--- src/rtl/efsd_pkg.sv ---
// constants and widths shared by the earliest-free server dispatcher
// no dependencies
package efsd_pkg;

  localparam int unsigned NUM_SERVERS_DEF = 16;

  localparam int unsigned ACTIVE_W  = 5;
  localparam int unsigned THRESH_W  = 16;
  localparam int unsigned ARRIVAL_W = 24;
  localparam int unsigned DUR_W     = 16;
  localparam int unsigned SERVER_W  = 4;
  localparam int unsigned WAIT_W    = 32;
  localparam int unsigned TOTAL_W   = 48;
  localparam int unsigned COUNT_W   = 32;
  localparam int unsigned BUSY_W    = 32;

  localparam int unsigned APB_DATA_W = 32;
  localparam int unsigned APB_ADDR_W = 3;

  // register index, selected by paddr[2]
  localparam logic REG_ACTIVE = 1'b0;
  localparam logic REG_THRESH = 1'b1;

  localparam logic [ACTIVE_W-1:0] ACTIVE_RST = 5'd1;
  localparam logic [THRESH_W-1:0] THRESH_RST = 16'd10;

endpackage

--- src/rtl/efsd_if.sv ---
// request and result channel interfaces of the dispatcher
// depends on efsd_pkg
interface efsd_req_if;
  logic                              valid;
  logic                              ready;
  logic [efsd_pkg::ARRIVAL_W-1:0]    arrival_time;
  logic [efsd_pkg::DUR_W-1:0]        service_duration;

  modport source (output valid, arrival_time, service_duration, input ready);
  modport sink   (input valid, arrival_time, service_duration, output ready);
endinterface

interface efsd_rsp_if;
  logic                              valid;
  logic                              ready;
  logic [efsd_pkg::SERVER_W-1:0]     assigned_server;
  logic [efsd_pkg::WAIT_W-1:0]       wait_time;
  logic [efsd_pkg::TOTAL_W-1:0]      total_wait;
  logic [efsd_pkg::COUNT_W-1:0]      long_wait_count;
  logic [efsd_pkg::COUNT_W-1:0]      requests_seen;

  modport source (output valid, assigned_server, wait_time, total_wait,
                  long_wait_count, requests_seen, input ready);
  modport sink   (input valid, assigned_server, wait_time, total_wait,
                  long_wait_count, requests_seen, output ready);
endinterface

--- src/rtl/earliest_free_server_dispatcher_unit.sv ---
// top level of the earliest-free server dispatcher: busy-until memory,
// scan sequencer, statistics counters and apb register port
// depends on efsd_pkg and efsd_if
//
//   channel  dir  handshake            payload
//   req_i    in   valid/ready          arrival_time, service_duration
//   rsp_o    out  valid/ready          assigned_server, wait_time, total_wait,
//                                      long_wait_count, requests_seen
//   apb      in   psel/penable/pready  active_servers @0x0, long_wait_threshold @0x4
//
// a request runs from one accept to the next through n reads over the single read port,
// n being active_servers clamped to 1..NUM_SERVERS, the registered read of the last entry,
// the write-back and a return to idle with ready high.
// the result is registered at the write-back.
// reset clears the counters and the per-server valid bits and sets the registers to their defaults at once.
// the write-back waits while a previous result is still held on rsp_o.
module earliest_free_server_dispatcher_unit #(
  parameter int unsigned NUM_SERVERS = efsd_pkg::NUM_SERVERS_DEF
) (
  input  logic                              clk_i,
  input  logic                              rst_ni,
  efsd_req_if.sink                          req_i,
  efsd_rsp_if.source                        rsp_o,
  input  logic                              psel,
  input  logic                              penable,
  input  logic                              pwrite,
  input  logic [efsd_pkg::APB_ADDR_W-1:0]   paddr,
  input  logic [efsd_pkg::APB_DATA_W-1:0]   pwdata,
  output logic [efsd_pkg::APB_DATA_W-1:0]   prdata,
  output logic                              pready
);
  import efsd_pkg::*;

  localparam int unsigned IDX_W = (NUM_SERVERS > 1) ? $clog2(NUM_SERVERS) : 1;
  localparam int unsigned CNT_W = $clog2(NUM_SERVERS + 1);

  localparam logic [1:0] ST_IDLE = 2'd0;
  localparam logic [1:0] ST_SCAN = 2'd1;
  localparam logic [1:0] ST_LAST = 2'd2;
  localparam logic [1:0] ST_UPD  = 2'd3;

  // config registers
  logic [ACTIVE_W-1:0] active_q;
  logic [THRESH_W-1:0] thresh_q;
  logic                cfg_we;

  assign pready = 1'b1;
  assign cfg_we = psel && penable && pwrite;

  always_ff @(posedge clk_i or negedge rst_ni) begin
    if (!rst_ni) begin
      active_q <= ACTIVE_RST;
      thresh_q <= THRESH_RST;
    end else if (cfg_we) begin
      unique case (paddr[2])
        REG_ACTIVE: active_q <= pwdata[ACTIVE_W-1:0];
        REG_THRESH: thresh_q <= pwdata[THRESH_W-1:0];
        default:    ;
      endcase
    end
  end

  always_comb begin
    unique case (paddr[2])
      REG_ACTIVE: prdata = {{(APB_DATA_W-ACTIVE_W){1'b0}}, active_q};
      REG_THRESH: prdata = {{(APB_DATA_W-THRESH_W){1'b0}}, thresh_q};
      default:    prdata = '0;
    endcase
  end

  // sequencer state
  logic [1:0]            state_q, state_d;
  logic [ARRIVAL_W-1:0]  arrival_q;
  logic [DUR_W-1:0]      dur_q;
  logic [IDX_W-1:0]      last_q;
  logic [IDX_W-1:0]      rd_idx_q, rd_idx_d;
  logic                  pend_vld_q;
  logic [IDX_W-1:0]      pend_idx_q;
  logic                  found_q;
  logic [IDX_W-1:0]      first_idx_q;
  logic [BUSY_W-1:0]     best_q;
  logic [IDX_W-1:0]      best_idx_q;

  // busy-until memory with per-entry valid bits
  logic [BUSY_W-1:0]     busy_mem [NUM_SERVERS];
  logic [NUM_SERVERS-1:0] ent_vld_q;
  logic [BUSY_W-1:0]     rd_data_q;
  logic                  rd_vld_q;
  logic                  rd_en;
  logic                  mem_we;
  logic [IDX_W-1:0]      wr_idx;
  logic [BUSY_W-1:0]     wr_data;

  // statistics and result register
  logic [TOTAL_W-1:0]    total_q;
  logic [COUNT_W-1:0]    long_q;
  logic [COUNT_W-1:0]    cnt_q;
  logic                  out_vld_q;
  logic [SERVER_W-1:0]   out_srv_q;
  logic [WAIT_W-1:0]     out_wait_q;

  logic                  req_acc;
  logic                  out_free;
  logic [CNT_W-1:0]      cnt_clamp;
  logic [BUSY_W-1:0]     arr_ext;
  logic [BUSY_W-1:0]     cur_busy;
  logic                  cur_free;
  logic [BUSY_W-1:0]     base;
  logic [BUSY_W:0]       busy_sum;
  logic [WAIT_W-1:0]     wait_val;
  logic [TOTAL_W:0]      total_sum;
  logic [SERVER_W+IDX_W-1:0] srv_ext;

  assign req_i.ready = (state_q == ST_IDLE);
  assign req_acc     = req_i.valid && req_i.ready;
  assign out_free    = !out_vld_q || rsp_o.ready;
  assign arr_ext     = {{(BUSY_W-ARRIVAL_W){1'b0}}, arrival_q};

  always_comb begin
    if (active_q == '0) begin
      cnt_clamp = CNT_W'(1);
    end else if (int'(active_q) > int'(NUM_SERVERS)) begin
      cnt_clamp = CNT_W'(NUM_SERVERS);
    end else begin
      cnt_clamp = CNT_W'(active_q);
    end
  end

  always_comb begin
    state_d  = state_q;
    rd_idx_d = rd_idx_q;
    rd_en    = 1'b0;
    mem_we   = 1'b0;
    unique case (state_q)
      ST_IDLE: begin
        if (req_acc) begin
          state_d  = ST_SCAN;
          rd_idx_d = '0;
        end
      end
      ST_SCAN: begin
        rd_en = 1'b1;
        if (rd_idx_q == last_q) begin
          state_d = ST_LAST;
        end else begin
          rd_idx_d = rd_idx_q + IDX_W'(1);
        end
      end
      ST_LAST: state_d = ST_UPD;
      ST_UPD: begin
        if (out_free) begin
          mem_we  = 1'b1;
          state_d = ST_IDLE;
        end
      end
      default: state_d = ST_IDLE;
    endcase
  end

  // compare stage
  assign cur_busy = rd_vld_q ? rd_data_q : '0;
  assign cur_free = arr_ext >= cur_busy;

  // write-back values
  assign wr_idx   = found_q ? first_idx_q : best_idx_q;
  assign base     = found_q ? arr_ext : best_q;
  assign busy_sum = {1'b0, base} + {{(BUSY_W+1-DUR_W){1'b0}}, dur_q};
  assign wr_data  = busy_sum[BUSY_W] ? '1 : busy_sum[BUSY_W-1:0];
  assign wait_val = found_q ? '0 : WAIT_W'(best_q - arr_ext);
  assign total_sum = {1'b0, total_q} + {{(TOTAL_W+1-WAIT_W){1'b0}}, wait_val};
  assign srv_ext  = {{SERVER_W{1'b0}}, wr_idx};

  always_ff @(posedge clk_i) begin
    if (rd_en) begin
      rd_data_q <= busy_mem[rd_idx_q];
      rd_vld_q  <= ent_vld_q[rd_idx_q];
    end
    if (mem_we) begin
      busy_mem[wr_idx] <= wr_data;
    end
  end

  always_ff @(posedge clk_i) begin
    if (req_acc) begin
      arrival_q <= req_i.arrival_time;
      dur_q     <= req_i.service_duration;
      last_q    <= IDX_W'(cnt_clamp - CNT_W'(1));
    end
    if (pend_vld_q) begin
      if (!found_q && cur_free) begin
        first_idx_q <= pend_idx_q;
      end
      if (pend_idx_q == '0 || cur_busy <= best_q) begin
        best_q     <= cur_busy;
        best_idx_q <= pend_idx_q;
      end
    end
    pend_idx_q <= rd_idx_q;
    if (mem_we) begin
      out_srv_q  <= srv_ext[SERVER_W-1:0];
      out_wait_q <= wait_val;
    end
  end

  always_ff @(posedge clk_i or negedge rst_ni) begin
    if (!rst_ni) begin
      state_q    <= ST_IDLE;
      rd_idx_q   <= '0;
      pend_vld_q <= 1'b0;
      found_q    <= 1'b0;
      ent_vld_q  <= '0;
      total_q    <= '0;
      long_q     <= '0;
      cnt_q      <= '0;
      out_vld_q  <= 1'b0;
    end else begin
      state_q    <= state_d;
      rd_idx_q   <= rd_idx_d;
      pend_vld_q <= rd_en;
      if (req_acc) begin
        found_q <= 1'b0;
      end else if (pend_vld_q && cur_free) begin
        found_q <= 1'b1;
      end
      if (mem_we) begin
        ent_vld_q[wr_idx] <= 1'b1;
        total_q   <= total_sum[TOTAL_W] ? '1 : total_sum[TOTAL_W-1:0];
        if (wait_val > {{(WAIT_W-THRESH_W){1'b0}}, thresh_q} && long_q != '1) begin
          long_q <= long_q + COUNT_W'(1);
        end
        if (cnt_q != '1) begin
          cnt_q <= cnt_q + COUNT_W'(1);
        end
        out_vld_q <= 1'b1;
      end else if (rsp_o.ready) begin
        out_vld_q <= 1'b0;
      end
    end
  end

  assign rsp_o.valid           = out_vld_q;
  assign rsp_o.assigned_server = out_srv_q;
  assign rsp_o.wait_time       = out_wait_q;
  assign rsp_o.total_wait      = total_q;
  assign rsp_o.long_wait_count = long_q;
  assign rsp_o.requests_seen   = cnt_q;

  // write-back only targets an active server
  a_wr_in_range: assert property (@(posedge clk_i) disable iff (!rst_ni)
    mem_we |-> wr_idx <= last_q)
    else $error("write-back index beyond active servers");

  // a free server means a zero wait on the result
  a_free_no_wait: assert property (@(posedge clk_i) disable iff (!rst_ni)
    (mem_we && found_q) |=> out_wait_q == '0)
    else $error("nonzero wait with a free server");

  // request count advances by one per result, saturating
  a_cnt_step: assert property (@(posedge clk_i) disable iff (!rst_ni)
    mem_we |=> (cnt_q == $past(cnt_q) + COUNT_W'(1)) ||
               ($past(cnt_q) == '1 && cnt_q == '1))
    else $error("request count step wrong");

  // wait total never goes down
  a_total_mono: assert property (@(posedge clk_i) disable iff (!rst_ni)
    ##1 total_q >= $past(total_q))
    else $error("wait total decreased");

  // scan reads stay inside the active range
  a_rd_in_range: assert property (@(posedge clk_i) disable iff (!rst_ni)
    rd_en |-> rd_idx_q <= last_q)
    else $error("scan read beyond active servers");

endmodule

--- src/flat_wrapper.sv ---
// flat-port wrapper written by rule: the top's interface ports become plain ports
module earliest_free_server_dispatcher_unit_flat import efsd_pkg::*;
#(
  parameter int unsigned NUM_SERVERS = efsd_pkg::NUM_SERVERS_DEF
)
  (clk_i, rst_ni, psel, penable, pwrite, paddr, pwdata, prdata, pready, req_i_valid, req_i_arrival_time, req_i_service_duration, req_i_ready, rsp_o_valid, rsp_o_assigned_server, rsp_o_wait_time, rsp_o_total_wait, rsp_o_long_wait_count, rsp_o_requests_seen, rsp_o_ready);
  efsd_req_if req_i_i ();
  efsd_rsp_if rsp_o_i ();
  input  logic clk_i;
  input  logic rst_ni;
  input  logic psel;
  input  logic penable;
  input  logic pwrite;
  input  logic [efsd_pkg::APB_ADDR_W-1:0] paddr;
  input  logic [efsd_pkg::APB_DATA_W-1:0] pwdata;
  output logic [efsd_pkg::APB_DATA_W-1:0] prdata;
  output logic pready;
  input wire logic [$bits(req_i_i.valid)-1:0] req_i_valid;
  input wire logic [$bits(req_i_i.arrival_time)-1:0] req_i_arrival_time;
  input wire logic [$bits(req_i_i.service_duration)-1:0] req_i_service_duration;
  output wire logic [$bits(req_i_i.ready)-1:0] req_i_ready;
  output wire logic [$bits(rsp_o_i.valid)-1:0] rsp_o_valid;
  output wire logic [$bits(rsp_o_i.assigned_server)-1:0] rsp_o_assigned_server;
  output wire logic [$bits(rsp_o_i.wait_time)-1:0] rsp_o_wait_time;
  output wire logic [$bits(rsp_o_i.total_wait)-1:0] rsp_o_total_wait;
  output wire logic [$bits(rsp_o_i.long_wait_count)-1:0] rsp_o_long_wait_count;
  output wire logic [$bits(rsp_o_i.requests_seen)-1:0] rsp_o_requests_seen;
  input wire logic [$bits(rsp_o_i.ready)-1:0] rsp_o_ready;
  assign req_i_i.valid = req_i_valid;
  assign req_i_i.arrival_time = req_i_arrival_time;
  assign req_i_i.service_duration = req_i_service_duration;
  assign req_i_ready = req_i_i.ready;
  assign rsp_o_valid = rsp_o_i.valid;
  assign rsp_o_assigned_server = rsp_o_i.assigned_server;
  assign rsp_o_wait_time = rsp_o_i.wait_time;
  assign rsp_o_total_wait = rsp_o_i.total_wait;
  assign rsp_o_long_wait_count = rsp_o_i.long_wait_count;
  assign rsp_o_requests_seen = rsp_o_i.requests_seen;
  assign rsp_o_i.ready = rsp_o_ready;
  earliest_free_server_dispatcher_unit #(.NUM_SERVERS(NUM_SERVERS)) u_core (.clk_i(clk_i), .rst_ni(rst_ni), .req_i(req_i_i), .rsp_o(rsp_o_i), .psel(psel), .penable(penable), .pwrite(pwrite), .paddr(paddr), .pwdata(pwdata), .prdata(prdata), .pready(pready));
endmodule
--- config.mk ---
export PLATFORM = sky130hd
export DESIGN_NAME = earliest_free_server_dispatcher_unit_flat
export DESIGN_NICKNAME = d
export VERILOG_FILES = /design/src/rtl/efsd_pkg.sv /design/src/rtl/efsd_if.sv /design/src/rtl/earliest_free_server_dispatcher_unit.sv /design/src/flat_wrapper.sv
export SDC_FILE = /design/constraint.sdc
export NUM_CORES = 1
export LEC_CHECK = 0
export BUFFER_PORTS_ARGS = -buffer_cell sky130_fd_sc_hd__buf_2
export CAP_MARGIN = 15
export CORE_ASPECT_RATIO = 0.8
export CORE_MARGIN = 2
export CORE_UTILIZATION = 49
export DETAILED_ROUTE_END_ITERATION = 6
export GPL_TIMING_DRIVEN = 1
export PLACE_DENSITY = 0.74
export REMOVE_ABC_BUFFERS = 1
export SLEW_MARGIN = 20
export SYNTH_ARGS = -nofsm -noshare
export SYNTH_HDL_FRONTEND = slang
export SYNTH_SLANG_ARGS = --single-unit
export TNS_END_PERCENT = 1
--- constraint.sdc ---
create_clock -name clk_i -period 5.85 [get_ports clk_i]
set_input_delay 0.8775 -clock clk_i [delete_from_list [all_inputs] [get_ports clk_i]]
set_output_delay 0.8775 -clock clk_i [all_outputs]
set_load 0.01 [all_outputs]
==> Yosys cells after proc, flatten, opt, wreduce, memory -nomap -nowiden <==
Memory sizes are Yosys's and may differ from the RTL's. A register that Yosys moved wholly into a read port is not among the register bits.
Cells that the tools add are included.
{ "totals": {"ramBits": 512, "out_inout_bits": 183, "reg_bits": 283, "memories": 1, "inputBits": 82} }
{ "op_classes": {"magnitude_cmp": 7, "n_addsub": 7, "bitwise": 2, "n_mux": 29, "eq_ne": 10, "n_reduce_logical": 25} }
{ "memory_table": {"columns": ["memory", "depth", "width", "rd", "rd_clocked_by_memory_dff", "wr", "line", "text"], "rows": [
  ["u_core.busy_mem", 16, 32, 1, 1, 1, "earliest_free_server_dispatcher_unit.sv:85", "logic [BUSY_W-1:0] busy_mem [NUM_SERVERS];"]
]} }
{ "op_table": {"columns": ["op", "count"], "rows": [
  ["$mux 32", 4],
  ["$add 32x1->32 const B", 2],
  ["$ne 32x32->1 const B", 2],
  ["$pmux 32 s2", 1],
  ["$add 48x32->49", 1],
  ["$mux 48", 1],
  ["$add 32x16->33", 1],
  ["$ge 24x32->1", 1],
  ["$gt 32x16->1", 1],
  ["$le 32x32->1", 1],
  ["$sub 32x24->32", 1],
  ["$mux 4", 5],
  ["$or 16x16->16", 1],
  ["$reduce_and 2->1", 6],
  ["$mux 1", 11],
  ["$lt 4x5->1 const B", 2],
  ["$pmux 2 s4", 1],
  ["$pmux 4 s2", 1],
  ["$logic_and 1x1->1", 7],
  ["$mux 2", 3],
  ["$reduce_and 3->1", 2],
  ["$reduce_bool 2->1", 3],
  ["$gt 5x5->1 const B", 1],
  ["$logic_not 5->1", 1],
  ["15 further kinds", 20]
]} }

==> Longest topological paths before layout <==
{ "logic_depth": {"depth_word": 6, "depth_mapped": 25} }

==> Least setup slack after synthesis <==
OpenSTA, ideal clock, no wires.
{ "synth_timing": {"path_kind": "register to register", "start": "register u_core.found_q", "end": "memory u_core.busy_mem[0][28], data pin", "arrival_time_ns": 5.365, "stages_incl_launch_ff": 22, "setup_slack_ns": 0.155, "path_cell_list": "dfrtp_1 -> clkbuf_1 -> clkbuf_1 -> clkbuf_1 -> clkbuf_1 -> clkbuf_1 -> nand2_1 -> o21ai_0 -> ha_1 -> inv_1 -> fa_1 -> nor2b_1 -> o21a_1 -> o21ai_0 -> a211oi_1 -> a2bb2oi_1 -> a221o_1 -> a21oi_1 -> nor4_1 -> nand3_1 -> xnor2_1 -> o21ai_0"} }
{ "synth_between": {"elab_chain_cells": 3} }
{ "synth_rtl": {"columns": ["element", "line", "text"], "rows": [
  ["start, declared", "earliest_free_server_dispatcher_unit.sv:79", "logic found_q;"],
  ["start signal, assigned", "earliest_free_server_dispatcher_unit.sv:210", "found_q <= 1'b0;"],
  ["start signal, assigned", "earliest_free_server_dispatcher_unit.sv:221", "found_q <= 1'b0;"],
  ["start signal, assigned", "earliest_free_server_dispatcher_unit.sv:223", "found_q <= 1'b1;"],
  ["$mux 32", "earliest_free_server_dispatcher_unit.sv:166", "assign base = found_q ? arr_ext : best_q;"],
  ["$add 32x16->33", "earliest_free_server_dispatcher_unit.sv:167", "assign busy_sum = {1'b0, base} + {{(BUSY_W+1-DUR_W){1'b0}}, dur_q};"],
  ["$mux 32", "earliest_free_server_dispatcher_unit.sv:168", "assign wr_data = busy_sum[BUSY_W] ? '1 : busy_sum[BUSY_W-1:0];"],
  ["net u_core.wr_data[28]", "earliest_free_server_dispatcher_unit.sv:92", "logic [BUSY_W-1:0] wr_data;"],
  ["end, declared", "earliest_free_server_dispatcher_unit.sv:85", null]
]} }
The timed path passes the listed nets, and every way through them passes these cells.

==> Final worst setup path <==
{ "layout_timing": {"start": "register u_core.arrival_q[0]", "end": "register u_core.total_q[45], in the netlist u_core.rsp_o.total_wait[45]"} }
{ "layout_between": {"elab_chain_cells": 4} }
{ "layout_rtl": {"columns": ["element", "line", "text"], "rows": [
  ["start, declared", "earliest_free_server_dispatcher_unit.sv:73", "logic [ARRIVAL_W-1:0] arrival_q;"],
  ["start signal, assigned", "earliest_free_server_dispatcher_unit.sv:185", "arrival_q <= req_i.arrival_time;"],
  ["$sub 32x24->32", "earliest_free_server_dispatcher_unit.sv:169", "assign wait_val = found_q ? '0 : WAIT_W'(best_q - arr_ext);"],
  ["$mux 32", "earliest_free_server_dispatcher_unit.sv:169", null],
  ["net u_core.wait_val[14]", "earliest_free_server_dispatcher_unit.sv:110", "logic [WAIT_W-1:0] wait_val;"],
  ["$add 48x32->49", "earliest_free_server_dispatcher_unit.sv:170", "assign total_sum = {1'b0, total_q} + {{(TOTAL_W+1-WAIT_W){1'b0}}, wait_val};"],
  ["$mux 48", "earliest_free_server_dispatcher_unit.sv:227", "total_q <= total_sum[TOTAL_W] ? '1 : total_sum[TOTAL_W-1:0];"],
  ["end signal, assigned", "earliest_free_server_dispatcher_unit.sv:227", null],
  ["end, declared", "earliest_free_server_dispatcher_unit.sv:95", "logic [TOTAL_W-1:0] total_q;"]
]} }
The timed path passes the listed nets, and every way through them passes these cells.
A chain may end at the register's enable or synchronous reset.

==> metrics.txt <==
CTS Root Cell=clkbuf_16; Total Routed Length=99430 µm; element type at the critical path end=flip-flop; Syn. warnings=0; initial core utilization=0.4965; ys async rst share=0.1911; Critical Path Fanout Max=7; Placer Congestion=0.9658; Max Clk Rate=180.8 MHz; combinational power share=0.465; Worst-path clk slew=0.07 ns; Post-synth EDFFs=665; hold crit path type=input pin to asynchronous set/reset pin; switching share of power=0.3960; count leader, synth=edfxtp_1; Die Wd=316.9 µm; maximum vdd drop=0.3940 mV; P_sw=11.26 mW; kind of critical path=flip-flop to flip-flop; LEAKAGE=16.86 nW; Post-Syn Area=38380 µm²; Final Hold Viols=0; Clock Skew=0.02986 ns; RSZ-0062 raised after global routing=true; H-tree Lvls=3; count of cell types in the netlist=81; Pre-Repair DR Iteration Count=7; worst slack, placed=-0.09567 ns; Setup crit start kind=flip-flop; worst-skew pair later-pin latency=0.66 ns; final slew viol count=0; Synth-to-Final Area Change=13.99%; Die ar.=80600 µm²; r2r worst-path depth=22; fin util=0.5659; post-synth top area cell=edfxtp_1; outcome=completed; CP arrival=6.05 ns; Final period util=0.9456; number of global-route vias before repair=24110; Worst Hold Margin=0.2323 ns; ys flop type=edfxtp_1; post-route insts no fill=4193; fraction of layout cells with a size suffix above 1=0.1941; placed insts=4038; Syn Area/Cell=13.54 µm²; pwr/cell area=649.6 nW/µm²; Ports=265; Synth top area share=0.5203; global-route wire length before repair=147600 µm; largest net degree at the start of global routing=102; WL/cell=23.71 µm; Die Height=254.3 µm; synthesis-stage register bit count=827; gr usage total=0.2441; Rel. slew slack=0.3066; Area contributors post-synth=edfxtp_1 52%, dfrtp_1 10%, ha_1 5.0%; Post-synth top cells=665 x edfxtp_1, 214 x nand2_1, 157 x o21ai_0; Initial DRC Count=2758; worst path required time=6.37 ns; grt ovf=0; # nets final=3339; core area=77310 µm²; antenna violations before repair=0; Int Pwr=17.16 mW; CTS tree=yes; Num CTS Buffers=83; Seq pwr share=0.344; final worst slack=0.3181 ns; max_cap viols=0; Clk pwr share=0.191; Tmin final=5.532 ns; Worst-Margin Slew=1.026 ns; register area share after synthesis=0.6255; Setup violations, final=0; cell count after synthesis=2835; DR vias=24910; # rows=91; post-DP HPWL=65270 µm; CTS max path bufs=3; Num Clock Sinks=827; fillers=6152; Antenna Violating Nets Remaining=0; PortBufs=229; Via density=5.940; Residual DRC=0; total power=28.42 mW
[through the flow]
step | cell area [µm²] | setup TNS [ns]
floorplan | 37900 | -89.66
global placement | 40940 | 0
detailed placement | 40960 | -0.2350
CTS | 43710 | 0
global route | 43750 | -0.01343
finish | 43750 | 0
[path summary, 6_finish.rpt]
kind	from	end	slack [ns]
setup / recovery	u_core.arrival_q[0]	u_core.rsp_o.total_wait[45]	0.32
hold / removal	rst_ni	u_core.rsp_o.long_wait_count[29]	0.23
setup reg to reg	u_core.arrival_q[0]	u_core.rsp_o.total_wait[45]	0.32
hold reg to reg	u_core.pend_idx_q[3]	u_core.first_idx_q[3]	0.46
max in group asynchronous	rst_ni	u_core.ent_vld_q[15]	4.43
min in group clk_i	req_i_service_duration[0]	u_core.dur_q[0]	0.39
[critical path: stages (launching register included)]
cell and delay (ns):
edfxtp_1 0.42, ha_1 0.24, fa_1 0.38, nor2b_1 0.22, o31a_1 0.23, nor2_1 0.07, nor3_1 0.20, nor2_1 0.09
o21ai_0 0.22, xnor2_1 0.17, nor2_2 0.11, ha_1 0.37, and3_1 0.19, and3_1 0.20, nand2_1 0.08, or4_1 0.56
a21boi_2 0.27, a41oi_1 0.25, o311ai_2 0.40, a21oi_2 0.20, nor4_2 0.28, xnor2_1 0.15, nand2_1 0.06
[registers in the layout, indices dropped and copies added, names as in the netlist, 2 cells and up]
register,cells
u_core.busy_mem,512
u_core.rsp_o.total_wait,48
u_core.best_q,32
u_core.rd_data_q,32
u_core.rsp_o.long_wait_count,32
u_core.rsp_o.requests_seen,32
u_core.rsp_o.wait_time,32
u_core.arrival_q,24
u_core.dur_q,16
u_core.ent_vld_q,16
u_core.thresh_q,16
u_core.active_q,5
u_core.best_idx_q,4
u_core.first_idx_q,4
u_core.last_q,4
u_core.pend_idx_q,4
u_core.rd_idx_q,4
u_core.rsp_o.assigned_server,4
u_core.state_q,2
[cell usage in the layout (no fill, tap or decap), types with 12 or more instances in the layout]
| cell type | instances |
|---|---|
| conb_1 | 17 |
| o21ai_0 | 156 |
| nor2_4 | 16 |
| clkinv_2 | 15 |
| a221oi_1 | 34 |
| nor3_1 | 36 |
| xnor2_1 | 82 |
| dfrtp_1 | 151 |
| nand2b_1 | 21 |
| o22a_1 | 29 |
| a21oi_1 | 119 |
| clkbuf_16 | 84 |
| nand3_1 | 54 |
| edfxtp_1 | 665 |
| mux2i_1 | 113 |
| and2_1 | 31 |
| clkinv_1 | 14 |
| nand2_1 | 213 |
| nor2b_1 | 23 |
| a22oi_1 | 34 |
| a211oi_1 | 15 |
| o21a_1 | 26 |
| and3_1 | 22 |
| nand4_1 | 42 |
| ha_1 | 151 |
| buf_2 | 228 |
| mux2_2 | 61 |
| clkbuf_1 | 17 |
| buf_4 | 56 |
| nor4_1 | 12 |
| nor2_1 | 126 |
| or2_2 | 24 |
| a21o_1 | 38 |
| mux4_2 | 66 |
| xor2_1 | 60 |
| inv_1 | 133 |
[routing by layer]
layer	global-route usage	routed length (µm)	share of wire
met1	0.3535	43700	0.44
met2	0.3836	45680	0.46
met3	0.04163	7897	0.079
met4	0.06496	2155	0.022
met5	0	0	0
[cell families (layout without fill, tap and decap cells)]
| family | Yosys count | after routing | synth area share |
|---|---|---|---|
| multiplexers | 241 | 241 | 0.08648 |
| XOR/XNOR | 142 | 142 | 0.03240 |
| other | 2 | 18 | 0.0001957 |
| adder cells (fa/ha/maj) | 155 | 155 | 0.05111 |
| AO/OA/AOI/OAI | 545 | 545 | 0.09212 |
| AND/OR/NAND/NOR | 666 | 666 | 0.08489 |
| buffers and inverters | 257 | 576 | 0.02732 |
| flip-flops | 827 | 827 | 0.6255 |
[what timing repair did]
action,4_1_cts,5_1_grt
pin swaps,0,1
resized for setup,2,5
hold buffers,0,0
buffers inserted,0,1
endpoints found under the setup margin,5,8
[power groups by stage]
stage | sequential, mW | clock (mW) | combinational (mW)
detailed placement | 9.87 | 0 | 12.9
floorplan | 10.1 | 0 | 8.97
global route | 9.86 | 5.70 | 14.5
global placement | 9.83 | 0 | 12.6
finish | 9.77 | 5.42 | 13.2
CTS | 9.76 | 5.49 | 13.0
[final cells by class]
type | count | area (µm²) | area share
diodes | 1 | 2.502 | 0.00005719
clock buffers | 105 | 2221 | 0.05076
clock inverters | 47 | 519.2 | 0.01187
inverters | 135 | 508.0 | 0.01161
multi-input cells | 1766 | 13560 | 0.3100
flip-flops and latches | 827 | 24020 | 0.5490
well taps | 1023 | 1280 | 0.02925
repair buffers | 289 | 1640 | 0.03749
(Power assumes the default switching activity.)
